## config.mk

```make
export PLATFORM = sky130hd
export DESIGN_NAME = averaged_integral_intensity_lock
export DESIGN_NICKNAME = d
export VERILOG_FILES = /design/src/design/aiil_pkg.sv /design/src/design/averaged_integral_intensity_lock.sv
export SDC_FILE = /design/constraint.sdc
export NUM_CORES = 1
export LEC_CHECK = 0
export ABC_AREA = 1
export BUFFER_PORTS_ARGS = -buffer_cell sky130_fd_sc_hd__buf_4
export CORE_MARGIN = 3
export CORE_UTILIZATION = 50
export CTS_CLUSTER_SIZE = 40
export DETAILED_ROUTE_END_ITERATION = 12
export PLACE_DENSITY = 0.67
export SETUP_SLACK_MARGIN = 0.4
export SLEW_MARGIN = 20
export SYNTH_ARGS = -nofsm -noshare
export SYNTH_HDL_FRONTEND = slang
export SYNTH_SLANG_ARGS = --single-unit
```

## constraint.sdc

```tcl
create_clock -name clk -period 4.9 [get_ports clk]
set_input_delay 0.49 -clock clk [delete_from_list [all_inputs] [get_ports clk]]
set_output_delay 0.49 -clock clk [all_outputs]
set_load 0.03 [all_outputs]
```

## src/design/aiil_pkg.sv

```systemverilog
// Shared types and constants for the averaged integral intensity lock.
package aiil_pkg;

  // Field and register widths
  localparam int LEVEL_W  = 16;          // signed Q4.11 levels
  localparam int GAIN_W   = 16;          // unsigned Q8.8 gain
  localparam int LEN_W    = 9;           // batch length and counts
  localparam int SUM_W    = 25;          // running sample sum
  localparam int MAG_W    = SUM_W - 1;   // magnitude of the sum
  localparam int ERR_W    = LEVEL_W + 1; // target minus average
  localparam int PROD_W   = ERR_W + GAIN_W;
  localparam int STEP_W   = PROD_W - 8;  // product back to Q4.11
  localparam int DRV_W    = STEP_W + 1;  // drive plus step before clamp
  localparam int ACT_W    = 2;
  localparam int CIDX_W   = 2;

  // Sequencer step counts (one quotient bit or one gain bit per cycle)
  localparam int DIV_STEPS = MAG_W;
  localparam int MUL_STEPS = GAIN_W;
  localparam int CNT_W     = 5;

  localparam int MAX_BATCH = 256;

  // Reset values of the registers
  localparam logic [GAIN_W-1:0]         GAIN_RST      = 16'd256;
  localparam logic [LEN_W-1:0]          LEN_RST       = 9'd1;
  localparam logic signed [LEVEL_W-1:0] THRESHOLD_RST = -16'sd20275;

  // Input action codes
  typedef enum logic [ACT_W-1:0] {
    ACT_SAMPLE = 2'd0,
    ACT_START  = 2'd1,
    ACT_PRESET = 2'd2,
    ACT_NONE   = 2'd3
  } action_t;

  // Register indexes
  localparam logic [CIDX_W-1:0] CFG_LOOP_GAIN    = 2'd0;
  localparam logic [CIDX_W-1:0] CFG_BATCH_LENGTH = 2'd1;
  localparam logic [CIDX_W-1:0] CFG_THRESHOLD    = 2'd2;

  // Sequencer states
  typedef enum logic [5:0] {
    ST_IDLE = 6'b000001,
    ST_ABS  = 6'b000010,
    ST_DIV  = 6'b000100,
    ST_ERR  = 6'b001000,
    ST_MUL  = 6'b010000,
    ST_FIN  = 6'b100000
  } state_t;

endpackage

```

## src/design/averaged_integral_intensity_lock.sv

```systemverilog
// Top level of the averaged integral intensity lock with a bit-serial datapath.
// Start, preset and non-final sample items are accepted one per cycle while not stalled.
// A batch-ending sample takes 24 divide steps, 16 shift-add multiply steps and the sign,
// error and clamp states; with no valid sample it takes only the clamp state. The input
// stalls until the result is in the output register.
// rst_n is synchronous, active low; it restores register defaults and clears state.
module averaged_integral_intensity_lock (
  input  logic                                 clk,
  input  logic                                 rst_n,
  // configuration
  input  logic                                 cfg_we,
  input  logic [aiil_pkg::CIDX_W-1:0]          cfg_index,
  input  logic [aiil_pkg::GAIN_W-1:0]          cfg_data,
  // input items
  input  logic                                 in_valid,
  output logic                                 in_stall,
  input  logic [aiil_pkg::ACT_W-1:0]           in_action,
  input  logic signed [aiil_pkg::LEVEL_W-1:0]  in_value,
  // result items
  output logic                                 out_valid,
  input  logic                                 out_stall,
  output logic signed [aiil_pkg::LEVEL_W-1:0]  out_drive_level,
  output logic signed [aiil_pkg::LEVEL_W-1:0]  out_average_level,
  output logic                                 out_applied,
  output logic                                 out_saturated
);
  import aiil_pkg::*;

  // Configuration registers
  logic [GAIN_W-1:0]         gain_r;
  logic [LEN_W-1:0]          len_r;
  logic signed [LEVEL_W-1:0] thr_r;

  // Batch and loop state
  logic signed [SUM_W-1:0]   sum_r;
  logic [LEN_W-1:0]          vcnt_r;
  logic [LEN_W-1:0]          seen_r;
  logic signed [LEVEL_W-1:0] target_r;
  logic signed [LEVEL_W-1:0] drive_r;

  // Sequencer and serial datapath
  state_t                    state_r, state_nxt;
  logic [CNT_W-1:0]          cnt_r;
  logic signed [SUM_W-1:0]   wsum_r;
  logic                      neg_r;
  logic [MAG_W-1:0]          dvd_r;
  logic [LEN_W-1:0]          rem_r;
  logic [LEN_W-1:0]          div_r;
  logic                      applied_r;
  logic signed [LEVEL_W-1:0] avg_r;
  logic signed [PROD_W-1:0]  erx_r;
  logic signed [PROD_W-1:0]  acc_r;
  logic [GAIN_W-1:0]         gsh_r;

  // Output register
  logic                      out_valid_r;
  logic signed [LEVEL_W-1:0] out_drive_r;
  logic signed [LEVEL_W-1:0] out_avg_r;
  logic                      out_applied_r;
  logic                      out_sat_r;

  logic                      in_acc;
  logic                      is_sample;
  logic                      keep;
  logic signed [SUM_W-1:0]   sum_add;
  logic [LEN_W-1:0]          vcnt_add;
  logic [LEN_W-1:0]          seen_add;
  logic [LEN_W-1:0]          eff_len;
  logic                      batch_end;
  logic [LEN_W:0]            trial;
  logic                      qbit;
  logic [MAG_W-1:0]          mag;
  logic signed [LEVEL_W-1:0] avg_nxt;
  logic signed [ERR_W-1:0]   err_nxt;
  logic signed [STEP_W-1:0]  step;
  logic signed [DRV_W-1:0]   nd;
  logic signed [LEVEL_W-1:0] nd_clip;
  logic                      nd_sat;
  logic                      slot_free;

  assign in_stall  = (state_r != ST_IDLE);
  assign in_acc    = in_valid && !in_stall;
  assign slot_free = !out_valid_r || !out_stall;

  // Batch bookkeeping for a sample item
  assign is_sample = (action_t'(in_action) == ACT_SAMPLE);
  assign keep      = (in_value > thr_r);
  assign sum_add   = sum_r + (keep ? SUM_W'(in_value) : '0);
  assign vcnt_add  = vcnt_r + LEN_W'(keep);
  assign seen_add  = seen_r + LEN_W'(1);

  // Effective batch length: zero acts as one, clipped at the maximum
  always_comb begin
    if (len_r == '0) begin
      eff_len = LEN_W'(1);
    end else if (len_r > LEN_W'(MAX_BATCH)) begin
      eff_len = LEN_W'(MAX_BATCH);
    end else begin
      eff_len = len_r;
    end
  end
  assign batch_end = (seen_add >= eff_len);

  // Magnitude of the batch sum
  assign mag = neg_r ? MAG_W'(-wsum_r) : MAG_W'(wsum_r);

  // One restoring divide step
  assign trial = {rem_r, dvd_r[MAG_W-1]};
  assign qbit  = (trial >= {1'b0, div_r});

  // Signed average and loop error
  assign avg_nxt = neg_r ? -LEVEL_W'(dvd_r) : LEVEL_W'(dvd_r);
  assign err_nxt = ERR_W'(target_r) - ERR_W'(avg_nxt);

  // Step back to Q4.11 (floor), new drive with clamp
  assign step = acc_r[PROD_W-1:8];
  assign nd   = DRV_W'(drive_r) + DRV_W'(step);
  always_comb begin
    if (nd > DRV_W'(32767)) begin
      nd_clip = 16'sh7fff;
      nd_sat  = 1'b1;
    end else if (nd < -DRV_W'(32768)) begin
      nd_clip = -16'sh8000;
      nd_sat  = 1'b1;
    end else begin
      nd_clip = LEVEL_W'(nd);
      nd_sat  = 1'b0;
    end
  end

  // Next state
  always_comb begin
    state_nxt = state_r;
    unique case (state_r)
      ST_IDLE: begin
        if (in_acc && is_sample && batch_end) begin
          state_nxt = (vcnt_add == '0) ? ST_FIN : ST_ABS;
        end
      end
      ST_ABS: state_nxt = ST_DIV;
      ST_DIV: begin
        if (cnt_r == '0) begin
          state_nxt = ST_ERR;
        end
      end
      ST_ERR: state_nxt = ST_MUL;
      ST_MUL: begin
        if (cnt_r == '0) begin
          state_nxt = ST_FIN;
        end
      end
      ST_FIN: begin
        if (slot_free) begin
          state_nxt = ST_IDLE;
        end
      end
      default: state_nxt = ST_IDLE;
    endcase
  end

  // Control state, configuration and batch registers
  always_ff @(posedge clk) begin
    if (!rst_n) begin
      state_r     <= ST_IDLE;
      gain_r      <= GAIN_RST;
      len_r       <= LEN_RST;
      thr_r       <= THRESHOLD_RST;
      sum_r       <= '0;
      vcnt_r      <= '0;
      seen_r      <= '0;
      target_r    <= '0;
      drive_r     <= '0;
      out_valid_r <= 1'b0;
    end else begin
      state_r <= state_nxt;

      // register writes
      if (cfg_we) begin
        unique case (cfg_index)
          CFG_LOOP_GAIN: begin
            if (cfg_data != '0) begin
              gain_r <= cfg_data;
            end
          end
          CFG_BATCH_LENGTH: len_r <= cfg_data[LEN_W-1:0];
          CFG_THRESHOLD:    thr_r <= cfg_data;
          default: ;
        endcase
      end

      // input items
      if (in_acc) begin
        unique case (action_t'(in_action))
          ACT_START: begin
            target_r <= in_value;
            sum_r    <= '0;
            vcnt_r   <= '0;
            seen_r   <= '0;
          end
          ACT_PRESET: drive_r <= in_value;
          ACT_SAMPLE: begin
            if (batch_end) begin
              sum_r  <= '0;
              vcnt_r <= '0;
              seen_r <= '0;
            end else begin
              sum_r  <= sum_add;
              vcnt_r <= vcnt_add;
              seen_r <= seen_add;
            end
          end
          default: ;
        endcase
      end

      // drive update and result hand-off
      if (state_r == ST_FIN && slot_free) begin
        out_valid_r <= 1'b1;
        if (applied_r) begin
          drive_r <= nd_clip;
        end
      end else if (out_valid_r && !out_stall) begin
        out_valid_r <= 1'b0;
      end
    end
  end

  // Serial datapath registers
  always_ff @(posedge clk) begin
    unique case (state_r)
      ST_IDLE: begin
        wsum_r    <= sum_add;
        neg_r     <= sum_add[SUM_W-1];
        div_r     <= vcnt_add;
        applied_r <= (vcnt_add != '0);
      end
      ST_ABS: begin
        dvd_r <= mag;
        rem_r <= '0;
        cnt_r <= CNT_W'(DIV_STEPS - 1);
      end
      ST_DIV: begin
        rem_r <= qbit ? LEN_W'(trial - {1'b0, div_r}) : LEN_W'(trial);
        dvd_r <= {dvd_r[MAG_W-2:0], qbit};
        cnt_r <= cnt_r - CNT_W'(1);
      end
      ST_ERR: begin
        avg_r <= avg_nxt;
        erx_r <= PROD_W'(err_nxt);
        acc_r <= '0;
        gsh_r <= gain_r;
        cnt_r <= CNT_W'(MUL_STEPS - 1);
      end
      ST_MUL: begin
        if (gsh_r[0]) begin
          acc_r <= acc_r + erx_r;
        end
        erx_r <= erx_r <<< 1;
        gsh_r <= gsh_r >> 1;
        cnt_r <= cnt_r - CNT_W'(1);
      end
      ST_FIN: begin
        if (slot_free) begin
          out_applied_r <= applied_r;
          if (applied_r) begin
            out_drive_r <= nd_clip;
            out_avg_r   <= avg_r;
            out_sat_r   <= nd_sat;
          end else begin
            out_drive_r <= drive_r;
            out_avg_r   <= '0;
            out_sat_r   <= 1'b0;
          end
        end
      end
      default: ;
    endcase
  end

  assign out_valid         = out_valid_r;
  assign out_drive_level   = out_drive_r;
  assign out_average_level = out_avg_r;
  assign out_applied       = out_applied_r;
  assign out_saturated     = out_sat_r;

endmodule

```

==> impl_metrics.py <==
metrics = {
    "detailed_routing": {
        "vias_per_cell": 5.38,
        "post-route-drc-count": 0,
        "wirelength_mm": 52.0,
        "drt_iter0_drc": 1372,
        "vias": 16900,
        "final_antenna_net_count": 0,
        "wl_per_cell_um": 16.5,
        "dr.pass1.iters": 5,
    },
    "grt": {
        "antenna_found_initial": 0,
        "grt_pass1_wl_mm": 82.7,
        "grt_max_degree": 67,
        "track_usage_pct": 24.4,
        "grt_pass1_vias": 15700,
        "overflow": 0,
    },
    "die": {
        "num_rows": 72,
        "start_util_pct": 51.3,
        "fp.coreArea_um2": 39200,
        "die_y_um": 206,
        "num_io_pins": 77,
        "die-area_um2": 42600,
        "die_w_um": 206,
    },
    "sta": {
        "min_period_ns": 4.12,
        "finClkSkew_ns": 0.0215,
        "finalHoldViolations": 0,
        "setup_viol": 0,
        "max_slew_margin_pct": 41.8,
        "rsz0062_at_grt": "no",
        "fmax_ghz": 0.243,
        "worstMarginPinSlew_ns": 0.872,
        "tns_ns": 0,
        "slew_violations": 0,
        "fin_crit_sh_pct": 84.0,
    },
    "clock_tree": {
        "cts_max_path_buffers": 3,
        "root_buffer": "clkbuf_16",
        "clkTransAtPathRegs_ns": 0.06,
        "htree_levels": 2,
        "clock_sinks": 328,
        "cts_tree": "done",
        "post_cts_buffers": 0,
        "cts_made_buffers": 38,
        "cts_hold_buf": 0,
        "insertion_delay_ns": 0.57,
    },
    "worst_setup_path": {
        "worstPathRequired_ns": 5.22,
        "arrival_ns": 4.43,
        "rrSetupSlack_ns": 0.78,
        "worst_setup_path_start_kind": "flop",
        "cp-end-kind": "flop",
        "cp_max_fo": 15,
        "crit_type": "reg -> reg",
        "worst_r2r_path_depth": 26,
    },
    "finish": {
        "syn_to_final_growth_pct": 11.7,
        "num-nets-final": 2780,
        "seq_area_um2": 8620,
        "fillers": 3658,
        "multiInputGateArea_um2": 9960,
        "n_antenna_cell": 0,
        "finish.utilization_pct": 57.3,
        "drive_gt1_share_pct": 8.68,
        "design_area_um2": 22400,
    },
    "hold_path": {
        "holdPathStages": 3,
        "hold_class": "in -> reg",
    },
    "status": {
        "outcome": "completed",
    },
    "synthesis": {
        "async_reset_ff_share_pct": 0,
        "synth_area_um2": 20100,
        "syn_inst": 2529,
        "synth_enable_flop_cells": 205,
        "synth-main-ff-cell": "edfxtp_1",
        "syn_avg_cell_area_um2": 7.95,
        "synth_nets": 2712,
        "synth_cell_types": 57,
        "synth_warnings": 0,
        "synth-seq-cells": 328,
        "seq_area_frac_synth_pct": 42.9,
    },
    "pwr": {
        "fin_total_pwr_mw": 11.0,
        "power_density_nw_per_um2": 491,
        "ir_worst_vdd_v": 0.000273,
        "power.leakage_nw": 9.94,
    },
    "placement": {
        "place_congestion": 0.938,
        "hpwl_mm": 39.0,
        "dpl_cell_area_um2": 21200,
        "portBuffers": 76,
    },
    "run": {
        "max_cap_violations": 0,
    },
}
## cell type report
type	instances	area share (%)
flip-flops and latches	328	38.4
repair buffers	95	3.18
multi-input cells	1808	44.4
well taps	518	2.89
clock inverters	14	0.864
inverters	326	5.45
clock buffers	56	4.81
## synth_stat cells, types with 18 or more instances
cell type	number	share of area (%)
a21oi_1	245	6.1
clkbuf_1	50	0.93
dfxtp_1	123	12
edfxtp_1	205	31
ha_1	137	8.5
inv_1	314	5.9
nand2_1	624	12
nand2_2	28	0.87
nand3_1	91	2.3
nand4_1	28	0.87
nor2_1	203	3.8
nor3_1	23	0.57
o211ai_1	27	1.0
o21ai_0	148	3.7
o21ai_1	18	0.45
xnor2_1	23	1.0
xor2_1	65	2.8
## cells by family (layout without fill, tap and decap cells)
group	count (synthesis)	after routing	synth area share, %
simple gates	1060	1060	22.4
compound gates	517	517	14.2
buf+inv	393	491	7.60
flops	328	328	42.9
fa+ha+maj	142	142	9.03
xor+xnor	89	89	3.92
## per-stage QoR
stage                     hold slack (ns)  cells  setup WS (ns)
after global routing                0.176   3145          0.497
after detailed placement            0.448   3075          0.452
after global placement              0.443   3075          0.595
final                               0.179   3145          0.785
after floorplan                     0.425   2529           1.15
after CTS                           0.147   3145          0.725
## placed cells by master, fill, tap and decap left out, types with 15 or more instances in the layout
| master | netlist | routed |
|---|---|---|
| a31oi_1 | 15 | 15 |
| nand2_2 | 28 | 29 |
| nand4_1 | 28 | 28 |
| nand3_1 | 91 | 91 |
| o21ai_1 | 18 | 19 |
| nor2_1 | 203 | 201 |
| o211ai_1 | 27 | 27 |
| inv_1 | 314 | 313 |
| a21oi_1 | 245 | 245 |
| o21ai_0 | 148 | 147 |
| edfxtp_1 | 205 | 205 |
| clkbuf_16 | 0 | 39 |
| dfxtp_1 | 123 | 123 |
| buf_4 | 1 | 95 |
| nand2_1 | 624 | 623 |
| ha_1 | 137 | 137 |
| xor2_1 | 65 | 65 |
| nor3_1 | 23 | 23 |
| xnor2_1 | 23 | 23 |
## flip-flops by register name, indices dropped and copies added (netlist names), 5 cells and up
name               count
acc_r                 33
erx_r                 33
sum_r                 25
dvd_r                 24
wsum_r                24
avg_r                 16
drive_r               16
gain_r                16
gsh_r                 16
out_average_level     16
out_drive_level       16
target_r              16
thr_r                 16
div_r                  9
len_r                  9
rem_r                  9
seen_r                 9
vcnt_r                 9
state_r                6
cnt_r                  5
## path summary, 6_finish.rpt
check,start,to
max reg2reg,thr_r[15],wsum_r[22]
max,thr_r[15],wsum_r[22]
min,cfg_data[0],thr_r[0]
min reg2reg,gain_r[15],gain_r[15]
## metal layers
| layer | GRT usage (%) | share of wire, % | up-vias |
|---|---|---|---|
| li1 | - | - | 8577 |
| met1 | 36.8 | 48 | 7798 |
| met2 | 36.8 | 42 | 474 |
| met3 | 4.05 | 7.6 | 57 |
| met4 | 5.55 | 1.6 | 0 |
| met5 | 0 | 0 | - |
## repair_timing
| item | CTS | global route |
|---|---|---|
| gates resized for setup | 0 | 1 |
| endpoints found under the setup margin | 0 | 2 |
| hold endpoints to repair | 0 | 0 |
## worst max-delay path: stages, from the launching register on
cell      delay [ns]
dfxtp_1         0.31
inv_1           0.05
ha_1            0.30
nand2_1         0.06
inv_1           0.09
nand3_1         0.08
nor3_1          0.20
nand2_1         0.09
nand3_1         0.09
nand2_1         0.05
o21ai_0         0.09
nand2_1         0.10
buf_4           0.19
nor2_1          0.18
inv_1           0.08
fa_1            0.44
nand3b_1        0.18
nand2_1         0.11
a21oi_1         0.13
o21ai_1         0.31
nand3_1         0.11
nand2_1         0.11
a21o_1          0.16
nand2_1         0.08
nand3_1         0.07
nand2_1         0.06
and2_1          0.13
## where the power goes
part           leakage (nW)  internal, mW  total [mW]  switching, mW
Clock                 0.617          1.71        2.90           1.19
Combinational          6.50          1.47        4.41           2.95
Sequential             2.82          3.49        3.70          0.213
(Power assumes the default switching activity.)
